--- src/rtl/rslt_pkg.sv ---
// Shared types and constants for the run segment line tracker.
package rslt_pkg;

  localparam int POS_W   = 13;
  localparam int LEN_W   = 14;
  localparam int THICK_W = 12;
  localparam int CFG_W   = 3;
  localparam int DATA_W  = 12;

  localparam logic [THICK_W-1:0] THICK_TOP = '1;

  localparam logic [CFG_W-1:0] CFG_DARK_LEVEL      = 3'd0;
  localparam logic [CFG_W-1:0] CFG_MIN_RUN         = 3'd1;
  localparam logic [CFG_W-1:0] CFG_LONG_RUN        = 3'd2;
  localparam logic [CFG_W-1:0] CFG_SHORT_THICK_MIN = 3'd3;
  localparam logic [CFG_W-1:0] CFG_LONG_THICK_MIN  = 3'd4;

  typedef struct packed {
    logic [POS_W-1:0]   head;
    logic [POS_W-1:0]   tail;
    logic [LEN_W-1:0]   len;
    logic [THICK_W-1:0] thick;
  } seg_t;

  typedef struct packed {
    logic accept;
    logic line_done;
  } run_ctl_t;

  typedef enum logic [2:0] {
    ST_SCAN,
    ST_PREV_RD,
    ST_CUR_RD,
    ST_CMP,
    ST_DECIDE,
    ST_NEXT,
    ST_FLUSH,
    ST_SWAP
  } fsm_t;

endpackage

--- src/rtl/rslt_run_det.sv ---
// Run detector: tracks position along the line and forms segments from dark runs.
module rslt_run_det #(
  parameter int LINE_MAX = 2048
) (
  input  logic                clk,
  input  logic                rst_n,
  input  rslt_pkg::run_ctl_t  ctl,
  input  logic [7:0]          pixel,
  input  logic [7:0]          dark_level,
  input  logic [11:0]         min_run,
  input  logic                full,
  output logic                seg_we,
  output rslt_pkg::seg_t      seg
);

  localparam int PCW = $clog2(LINE_MAX + 1);

  logic [PCW-1:0] position_r, position_nxt;
  logic [PCW-1:0] run_head_r, run_head_nxt;
  logic           run_open_r, run_open_nxt;
  logic           pos_ok, opening, closing;
  logic [PCW-1:0] len;

  always_comb begin
    pos_ok  = position_r < PCW'(LINE_MAX);
    opening = pos_ok && (pixel < dark_level) && !run_open_r;
    closing = pos_ok && (pixel > dark_level) && run_open_r;
    len     = position_r - run_head_r;

    seg_we    = ctl.accept && closing && (32'(len) >= 32'(min_run)) && !full;
    seg.head  = rslt_pkg::POS_W'(run_head_r);
    seg.tail  = rslt_pkg::POS_W'(position_r - PCW'(1));
    seg.len   = rslt_pkg::LEN_W'(len);
    seg.thick = rslt_pkg::THICK_W'(1);

    position_nxt = position_r;
    run_head_nxt = run_head_r;
    run_open_nxt = run_open_r;
    if (ctl.accept) begin
      if (opening) begin
        run_open_nxt = 1'b1;
        run_head_nxt = position_r;
      end
      if (closing) begin
        run_open_nxt = 1'b0;
      end
      if (pos_ok) begin
        position_nxt = position_r + PCW'(1);
      end
      if (ctl.line_done) begin
        position_nxt = '0;
        run_open_nxt = 1'b0;
        run_head_nxt = '0;
      end
    end
  end

  always_ff @(posedge clk) begin
    if (!rst_n) begin
      position_r <= '0;
      run_head_r <= '0;
      run_open_r <= 1'b0;
    end else begin
      position_r <= position_nxt;
      run_head_r <= run_head_nxt;
      run_open_r <= run_open_nxt;
    end
  end

endmodule

--- config.mk ---
export PLATFORM = sky130hd
export DESIGN_NAME = rslt_run_det
export DESIGN_NICKNAME = d
export VERILOG_FILES = /design/src/rtl/rslt_pkg.sv /design/src/rtl/rslt_run_det.sv
export SDC_FILE = /design/constraint.sdc
export NUM_CORES = 1
export LEC_CHECK = 0
export BUFFER_PORTS_ARGS = -buffer_cell sky130_fd_sc_hd__buf_2
export CAP_MARGIN = 20
export CORE_MARGIN = 8
export CORE_UTILIZATION = 47
export CTS_CLUSTER_DIAMETER = 50
export DETAILED_ROUTE_END_ITERATION = 16
export PLACE_DENSITY = 0.79
export SYNTH_ARGS = -nofsm -noshare
export SYNTH_HDL_FRONTEND = slang
export SYNTH_SLANG_ARGS = --single-unit
--- constraint.sdc ---
create_clock -name clk -period 2.92 [get_ports clk]
set_clock_uncertainty 0.05 [all_clocks]
set_input_delay 0.438 -clock clk [delete_from_list [all_inputs] [get_ports clk]]
set_output_delay 0.438 -clock clk [all_outputs]
set_load 0.02 [all_outputs]
==> run summary <==
Setup-failing EPs final: 1
initial antenna violation count: 0
setup bufs post-CTS: 0
Clock transition at path regs: 0.09 ns
Final Cell Area: 3320 sq um
Most used DFF post-synth: dfxtp_1
ys async rst share: 0%
Max-Cap Viols: 0
VDD IR max: 0.000135 V
global-route wire length before repair: 11,700 microns
fin. max-slew vios: 0
flop2flop setup slack: 1.38 ns
Tcrit/Tclk final: 114%
Gate Count Post-Synth: 335
Slew HR: 46.0%
synthesis warning total: 0
WL/cell: 13.5 microns
P per Cell Area: 245 nW/um^2
Ports: 86
share of post-route cells with drive strength above 1: 33.4%
P_leak: 0.00173 uW
critical path class: reg -> out
HPWL Detailed: 5700 microns
total CTS buffers: 3
share of the synthesized area in the top cell type: 19.2%
Clock Tree Root: clkbuf_8
FP Rows: 27
largest net degree at the start of global routing: 14
vias in the first global route: 2,669
Starting Density: 47.8%
Post-Syn Area per Cell: 7.77 sq um
mapped cell area: 2600 sq um
failing checks: setup timing
Slew @ Worst Pin: 0.808 ns
crit end category: output port
most frequent cell after synthesis: nand2_1
CTS tree: done
setup_tns: -0.412 ns
Post-synth top cells: 44 x nand2_1, 38 x inv_1, 33 x ha_1
die area: 8170 sq um
GPL Wtd Cong: 0.825
first-pass iteration count of the detailed router: 4
IO Port Bufs: 70
largest area contributor in the netlist: dfxtp_1
antenna-violating nets left: 0
fin crit period: 3.33 ns
Critical Path RT: 2.43 ns
critical path launch point type: flop
Die Wd: 90.4 microns
1st-iter DRT viols: 86
Core ar.: 5440 sq um
crit path DAT: 2.84 ns
buffer depth of the longest clock path: 2
dpl cell area: 3210 sq um
# fillers: 491
Area growth, synth to finish: 27.6%
fin worst setup slack: -0.412 ns
worst-path fanout max: 2
RSZ-0062 raised after global routing: true
DR vias: 2,550
Worst-Skew Late Latency: 0.26 ns
Residual DRC: 0
# nets final: 499
gr usage total: 16.4%
H-tree depth: 1
Synth area leaders: dfxtp_1 19%, ha_1 16%, nand2_1 6.3%
number of antenna diodes: 0
Fin. Hold Viols: 0
#FFs+latches synth: 25
fin util: 61.1%
f_max: 0.300 GHz
Sink Count: 25
status: complete, but fails checks
total wire length: 6790 microns
sequential share of the synthesized area: 19.2%
Hold Path Class: in -> reg
synth unique cells: 51
Post-synth EDFFs: 0
vias per cell: 5.07
grt total ovfl: 0
Die Y: 90.4 microns
through the flow:
stage / cells / setup WS [ns] / hold slack (ns) / total power [uW]
after floorplan: 348 / -0.331 / 0.445 / 554
after global placement: 499 / -0.148 / 0.396 / 614
after detailed placement: 499 / -0.250 / 0.397 / 621
after CTS: 503 / -0.410 / 0.387 / 817
after global routing: 503 / -0.573 / 0.399 / 864
final: 503 / -0.412 / 0.387 / 814
power breakdown:
| group | total (uW) | internal [uW] | leakage, uW | switching (uW) |
|---|---|---|---|---|
| logic | 270 | 109 | 0.00150 | 161 |
| registers | 347 | 343 | 0.000204 | 3.49 |
| clock network | 198 | 97.2 | 0.0000228 | 101 |
repair_timing:
action                                  CTS  global route
resized for setup                        15             3
hold buffers                              0             0
pin swaps                                11             4
endpoints found under the setup margin    1             1
flip-flops by register name (all words and copies together) (netlist names):
register    count
run_head_r     12
run_open_r      1
position_r     12
critical path, cell delays in order, from the launching register on:
cell and delay [ns]:
dfxtp_4 0.38, inv_6 0.03, ha_4 0.16, fa_2 0.38
nor2b_4 0.14, o2111ai_2 0.14, nand3_2 0.11, a2111o_1 0.13
o211ai_1 0.11, ha_1 0.33, and4_4 0.22, o211ai_1 0.10
a31oi_2 0.18, buf_4 0.17
cell families after synthesis:
group,count (synthesis),share of synthesized area [%]
AND/OR/NAND/NOR,122,24.0
buffers and inverters,66,14.0
AO/OA/AOI/OAI,49,12.8
adder cells (fa/ha/maj),34,16.6
XOR/XNOR,25,8.41
flip-flops,25,19.2
multiplexers,12,4.66
other,2,0.289
final cells by class:
type                            count  area, sq um  area share [%]
Sequential cell                    25          509            15.3
Clock buffer                        4         45.0            1.36
Tap cell                           72         90.1            2.71
Inverter                           38          148            4.44
Multi-Input combinational cell    257         1900            57.2
Timing Repair Buffer              107          631            19.0
worst paths after layout:
kind,startpoint,endpoint,depth (start not counted)
min,rst_n,position_r[2],2
max,position_r[0],seg_we,13
min reg2reg,run_head_r[11],run_head_r[11],2
max reg2reg,position_r[2],position_r[9],6
metal layers:
| layer | track usage, % | share of wire [%] | vias up |
|---|---|---|---|
| li1 | - | - | 1292 |
| met1 | 17.3 | 43 | 1180 |
| met2 | 31.6 | 50 | 72 |
| met3 | 3.99 | 5.8 | 6 |
| met4 | 3.74 | 1.0 | 0 |
| met5 | 0 | 0 | - |
cell usage in the layout (no fill, tap or decap), types with 13 or more instances in the layout:
master,n
conb_1,15
a21oi_1,14
nor2_1,26
ha_1,32
xor2_1,13
buf_4,38
dfxtp_1,20
nand2_1,42
buf_2,69
inv_1,37
Power figures use the tool's default switching activity.
