==> src/rtl/rslt_pkg.sv <==
// Shared types and constants for the run segment line tracker.
package rslt_pkg;

  localparam int POS_W   = 13;
  localparam int LEN_W   = 14;
  localparam int THICK_W = 12;
  localparam int CFG_W   = 3;
  localparam int DATA_W  = 12;

  localparam logic [THICK_W-1:0] THICK_TOP = '1;

  localparam logic [CFG_W-1:0] CFG_DARK_LEVEL      = 3'd0;
  localparam logic [CFG_W-1:0] CFG_MIN_RUN         = 3'd1;
  localparam logic [CFG_W-1:0] CFG_LONG_RUN        = 3'd2;
  localparam logic [CFG_W-1:0] CFG_SHORT_THICK_MIN = 3'd3;
  localparam logic [CFG_W-1:0] CFG_LONG_THICK_MIN  = 3'd4;

  typedef struct packed {
    logic [POS_W-1:0]   head;
    logic [POS_W-1:0]   tail;
    logic [LEN_W-1:0]   len;
    logic [THICK_W-1:0] thick;
  } seg_t;

  typedef struct packed {
    logic accept;
    logic line_done;
  } run_ctl_t;

  typedef enum logic [2:0] {
    ST_SCAN,
    ST_PREV_RD,
    ST_CUR_RD,
    ST_CMP,
    ST_DECIDE,
    ST_NEXT,
    ST_FLUSH,
    ST_SWAP
  } fsm_t;

endpackage

==> src/rtl/rslt_seg_ram.sv <==
// Segment list memory with one write port and one registered read port.
module rslt_seg_ram #(
  parameter int DEPTH = 64,
  parameter int AW    = 6
) (
  input  logic                clk,
  input  logic                we,
  input  logic [AW-1:0]       waddr,
  input  rslt_pkg::seg_t      wdata,
  input  logic                re,
  input  logic [AW-1:0]       raddr,
  output rslt_pkg::seg_t      rdata
);

  rslt_pkg::seg_t mem [DEPTH];
  rslt_pkg::seg_t rdata_r;

  always_ff @(posedge clk) begin
    if (we) begin
      mem[waddr] <= wdata;
    end
    if (re) begin
      rdata_r <= mem[raddr];
    end
  end

  assign rdata = rdata_r;

endmodule

==> config.mk <==
export PLATFORM = sky130hd
export DESIGN_NAME = rslt_seg_ram
export DESIGN_NICKNAME = d
export VERILOG_FILES = /design/src/rtl/rslt_pkg.sv /design/src/rtl/rslt_seg_ram.sv
export SDC_FILE = /design/constraint.sdc
export NUM_CORES = 2
export LEC_CHECK = 0
export BUFFER_PORTS_ARGS = -buffer_cell sky130_fd_sc_hd__buf_4
export CORE_ASPECT_RATIO = 1.2
export CORE_MARGIN = 2
export CORE_UTILIZATION = 52
export DETAILED_ROUTE_END_ITERATION = 8
export PLACE_DENSITY_LB_ADDON = 0.08
export SYNTH_ARGS = -nofsm -noshare
export SYNTH_HDL_FRONTEND = slang
export SYNTH_SLANG_ARGS = --single-unit
==> constraint.sdc <==
create_clock -name clk -period 5.6 [get_ports clk]
set_clock_uncertainty 0.2 [all_clocks]
set_input_delay 0.28 -clock clk [delete_from_list [all_inputs] [get_ports clk]]
set_output_delay 0.28 -clock clk [all_outputs]
set_load 0.02 [all_outputs]
==> metrics.sh <==
DIE_W_UM=455.9
CRITPATHMAXSTAGEDELAY_NS=1.02
CLOCK-SINKS=3380
DETAIL_ROUTE.ITER0.VIOLATIONS=7964
POSTCTSSETUPBUFFERS=0
MAXIMUM_NET_FANOUT_ON_THE_CRITICAL_PATH=17
CP.BUFFERS_INVERTERS=3
TIMING.CRITICAL_PATH.MODE_CELL='sky130_fd_sc_hd__buf_4'
MAX_SLEW_MARGIN_PCT=17.47
CTS_MAX_LEVEL=5
SEQ_AREA_FRAC_SYNTH_PCT=79.64
START_UTIL_PCT=52.18
DRV_CAP=0
MAPPEDNETLISTNETS=5477
WORST_SLEW_PIN_SLEW_NS=1.235
TOTAL_NUMBER_OF_VIAS=62630
DPL.HPWL_UM=201300
SHARE_OF_LAYOUT_CELLS_ABOVE_DRIVE_STRENGTH_1_PCT=27.77
CRITPATHLAUNCHTYPE='primary input'
POWERDENSITY_nW_PER_UM2=362.3
GRT_PASS1_WL_UM=514600
CORE-AREA_UM2=244300
HOLD_BUFFERS=60
CTS.REPAIR.RESIZED=0
GRT_START_MAX_NET_PINS=98
CLKPWRFRAC_PCT=41.4
MULTI_INPUT_AREA_UM2=24930
DIE_HEIGHT_UM=546.3
POSTROUTEANTENNANETS=0
HOLD_VIOLATIONS=0
IO_BUFFER_COUNT=118
SETUP_SLACK_NS=2.135
HOLD_SLACK_NS=0.09923
FINAL.SETUP.TNS_NS=0
CRITICAL_SETUP_PATH_CLASS='primary input to register'
YOSYS_WARNINGS=0
CRIT_PATH_END_KIND='register'
WORST_R2R_PATH_DEPTH=5
GLOBALROUTE.TOTALOVERFLOW=0
CLOCK-ROOT-BUFFER='sky130_fd_sc_hd__clkbuf_16'
FINALSETUPVIOLCOUNT=0
IO-PIN-COUNT=119
COMB_POWER_SHARE_PCT=4.8
DETAILEDPLACE.WORSTSLACK_NS=1.596
TIMING.HOLD.WORST_PATH_DEPTH=3
MET3_ROUTED_WL_UM=28640
GRT_SETUP_UNREPAIRED='false'
YS_SEQ_ELEMENTS=3380
CLOCK_TREE.BUFFER_DEPTH=4
REGTOREGENDPOINT='rdata[4]$_DFFE_PP_'
MAPPEDNETLISTAREA_UM2=127400
CTS.CLK_SLEW.WORST_PATHS_NS=0.06
PERIOD_NEEDED_NS=3.465
GP_ROUTABILITY_CONGESTION=0.7866
LEAKAGE_nW=44.79
MIN_FROM='waddr[3]'
GRT_UTIL_ALL_LAYERS_PCT=30.15
ROUTE.DETAILED.WL_PER_INST_UM=40.31
CP_SLOWEST_CELL='sky130_fd_sc_hd__nor2_4'
CRITICAL_PATH.REG2REG.STARTPOINT='mem[11][4]$_DFFE_PP_'
CP_DATA_ARRIVAL_TIME_NS=3.78
SYNTHESIZED_AREA_DIVIDED_BY_SYNTHESIZED_CELL_COUNT_UM2=23.56
SYNTH_EDF_COUNT=3380
NUMBER_OF_GLOBAL_ROUTE_VIAS_BEFORE_REPAIR=62810
CTS-BUFFERS-INSERTED=335
FLOW.AREA_GROWTH_FROM_SYNTHESIS_PCT=13.41
REPORT.POWER.TOTAL_mW=52.37
POWER_SWITCHING_mW=11.11
LAYOUT.CORE_UTILIZATION_PCT=59.17
NETLIST_INSTANCES=5410
CRITICAL_PATH.TOP_DELAY_FAMILY='simple AND/OR/NAND/NOR gates'
YOSYS.CELL_TYPES.COUNT=39
SYNTH_FF_TYPE='sky130_fd_sc_hd__edfxtp_1'
CTS_TREE='yes'
WL_MET2_UM=191400
PLACEMENT_ROWS=199
TOP_LAYER='met5'
MIN_DELAY_WORST_ENDPOINT='mem[33][33]$_DFFE_PP_'
DIE_AREA_UM2=249100
GRT_ANTENNA_BEFORE_REPAIR=27
FILLERINSTANCES=17230
STATUS='finished clean'
PERIOD_SHARE_PCT=61.88
POWER.IR.VDD_WORST_V=0.0002945
VIAS_PER_INSTANCE=6.736
CLOCK_LATENCY_LATE_SINK_NS=0.90
SEQ_POWER_SHARE_PCT=53.8
SETUP.REG_TO_REG.WORST_SLACK_NS=3.06
FMAXACHIEVABLE_MHz=288.6
TIMING.HOLD.WORST.CLASS='primary input to register'
MET1_LENGTH_UM=140500
DRT_DRC_VIOLATIONS_LEFT=0
ASYNCSETRESETFLOPFRACSYNTH_PCT=0
CP_CELL_SEQUENCE='dlygate4sd3_1 -> buf_4 -> nor2b_1 -> nand3_1 -> nor2_4 -> buf_4'
FIN_NETS=5881
SWITCHING_SHARE_PCT=21.21
ROUTE.FINAL.WIRE_LENGTH_UM=374800
PINS_OVER_THEIR_SLEW_LIMIT=0
REQUIRED_NS=5.92
FIRSTDRTPASSITERS=5
INTERNAL_POWER_mW=41.26
FF_LATCH_AREA_UM2=101500
==> sequential cells by signal (all words and copies together) (netlist names) <==
register	cells
mem	3328
rdata	52
==> placed cells by master, fill, tap and decap left out, types with 12 or more instances in the layout <==
cell type | netlist | routed
sky130_fd_sc_hd__clkbuf_16 | 0 | 342
sky130_fd_sc_hd__a211oi_1 | 13 | 13
sky130_fd_sc_hd__o22a_1 | 31 | 31
sky130_fd_sc_hd__o21ai_1 | 16 | 16
sky130_fd_sc_hd__a22o_1 | 18 | 18
sky130_fd_sc_hd__clkinv_1 | 0 | 76
sky130_fd_sc_hd__nor2b_1 | 25 | 21
sky130_fd_sc_hd__o221ai_1 | 64 | 64
sky130_fd_sc_hd__bufinv_16 | 0 | 24
sky130_fd_sc_hd__a22oi_1 | 38 | 38
sky130_fd_sc_hd__edfxtp_1 | 3380 | 3380
sky130_fd_sc_hd__and3_1 | 12 | 12
sky130_fd_sc_hd__nand2_1 | 31 | 25
sky130_fd_sc_hd__nor2_4 | 0 | 62
sky130_fd_sc_hd__a21oi_1 | 74 | 74
sky130_fd_sc_hd__o22ai_1 | 181 | 181
sky130_fd_sc_hd__buf_12 | 0 | 59
sky130_fd_sc_hd__nand3_1 | 17 | 17
sky130_fd_sc_hd__nor4_1 | 40 | 39
sky130_fd_sc_hd__mux2_2 | 44 | 44
sky130_fd_sc_hd__nor2_1 | 97 | 34
sky130_fd_sc_hd__mux4_2 | 794 | 794
sky130_fd_sc_hd__dlygate4sd3_1 | 0 | 60
sky130_fd_sc_hd__clkinv_2 | 0 | 56
sky130_fd_sc_hd__buf_4 | 53 | 252
sky130_fd_sc_hd__diode_2 | 0 | 14
sky130_fd_sc_hd__a221oi_1 | 41 | 41
sky130_fd_sc_hd__mux2i_1 | 125 | 125
sky130_fd_sc_hd__clkbuf_1 | 125 | 72
==> worst register-to-register path, cell delays in order (launching register included) <==
cell,delay (ns)
sky130_fd_sc_hd__edfxtp_1,0.35
sky130_fd_sc_hd__mux4_2,0.46
sky130_fd_sc_hd__nor2b_1,0.14
sky130_fd_sc_hd__a211oi_1,0.57
sky130_fd_sc_hd__o22ai_1,0.37
sky130_fd_sc_hd__and3_1,0.25
==> per-stage QoR <==
stage	cell area [um^2]	cells
finish	144500	9298
floorplan	127400	5410
global route	144500	9293
CTS	144500	9284
detailed placement	133600	8633
global placement	133600	8632
==> metal layers <==
metal / track usage [%] / up-vias
met2: 51.04 / 3061
met1: 40.27 / 34710
li1: - / 24250
met5: 0 / -
met4: 10.70 / 4
met3: 4.406 / 606
==> power groups by stage <==
stage | clock (mW) | combinational, mW | sequential (mW)
6_report | 21.7 | 2.51 | 28.2
4_1_cts | 21.9 | 2.54 | 28.2
3_5_place_dp | 0 | 2.49 | 28.7
3_3_place_gp | 0 | 2.45 | 28.7
2_1_floorplan | 0 | 1.31 | 28.7
5_1_grt | 22.9 | 2.64 | 28.2
==> cell type report <==
cell class              count  area share, %
flip-flops and latches   3380          70.23
clock inverters           177          1.028
multi-input cells        1723          17.25
diodes                     14        0.02424
well taps                3216          2.784
clock buffers             414          6.108
repair buffers            374          2.582
==> cells in the mapped netlist (all sizes together) (4+ instances only) <==
cell	count	share of area (%)
a211oi	13	0.077
nand3	17	0.067
a221oi	41	0.28
nand3b	4	0.024
mux4	794	14
o22ai	181	0.89
clkbuf	125	0.37
nand2b	15	0.074
nor3	4	0.016
nor4	40	0.20
nor2b	25	0.12
o21a	9	0.053
o221ai	64	0.44
or2	6	0.029
and3	12	0.059
mux2i	125	0.98
a21oi	74	0.29
edfxtp	3380	80
buf	182	0.86
nand2	31	0.091
and2	5	0.025
a22oi	38	0.22
o22a	31	0.21
mux2	44	0.39
nor2	98	0.29
o21ai	25	0.098
a22o	18	0.12
==> logic make-up (layout without fill, tap and decap cells) <==
kind of cell / count (synthesis) / in the layout / synth area share [%]
AO/OA/AOI/OAI: 496 / 496 / 2.701
buffers and inverters: 307 / 965 / 1.225
flip-flops: 3380 / 3380 / 79.64
multiplexers: 963 / 963 / 15.40
other: 0 / 14 / 0
AND/OR/NAND/NOR: 264 / 264 / 1.032
==> worst max path at each step <==
stage / endpoint / depth (start not counted) / slack, ns / startpoint
final: mem[59][24]$_DFFE_PP_ / 6 / 2.13 / waddr[1]
after global routing: mem[59][13]$_DFFE_PP_ / 6 / 2.14 / waddr[1]
after CTS: mem[59][1]$_DFFE_PP_ / 6 / 2.22 / waddr[1]
after detailed placement: rdata[42]$_DFFE_PP_ / 8 / 1.60 / raddr[2]
after global placement: rdata[21]$_DFFE_PP_ / 6 / 1.46 / raddr[3]
after floorplan: mem[48][0]$_DFFE_PP_ / 4 / 0.55 / waddr[3]
Note: power is estimated with default switching activity, not from simulation.
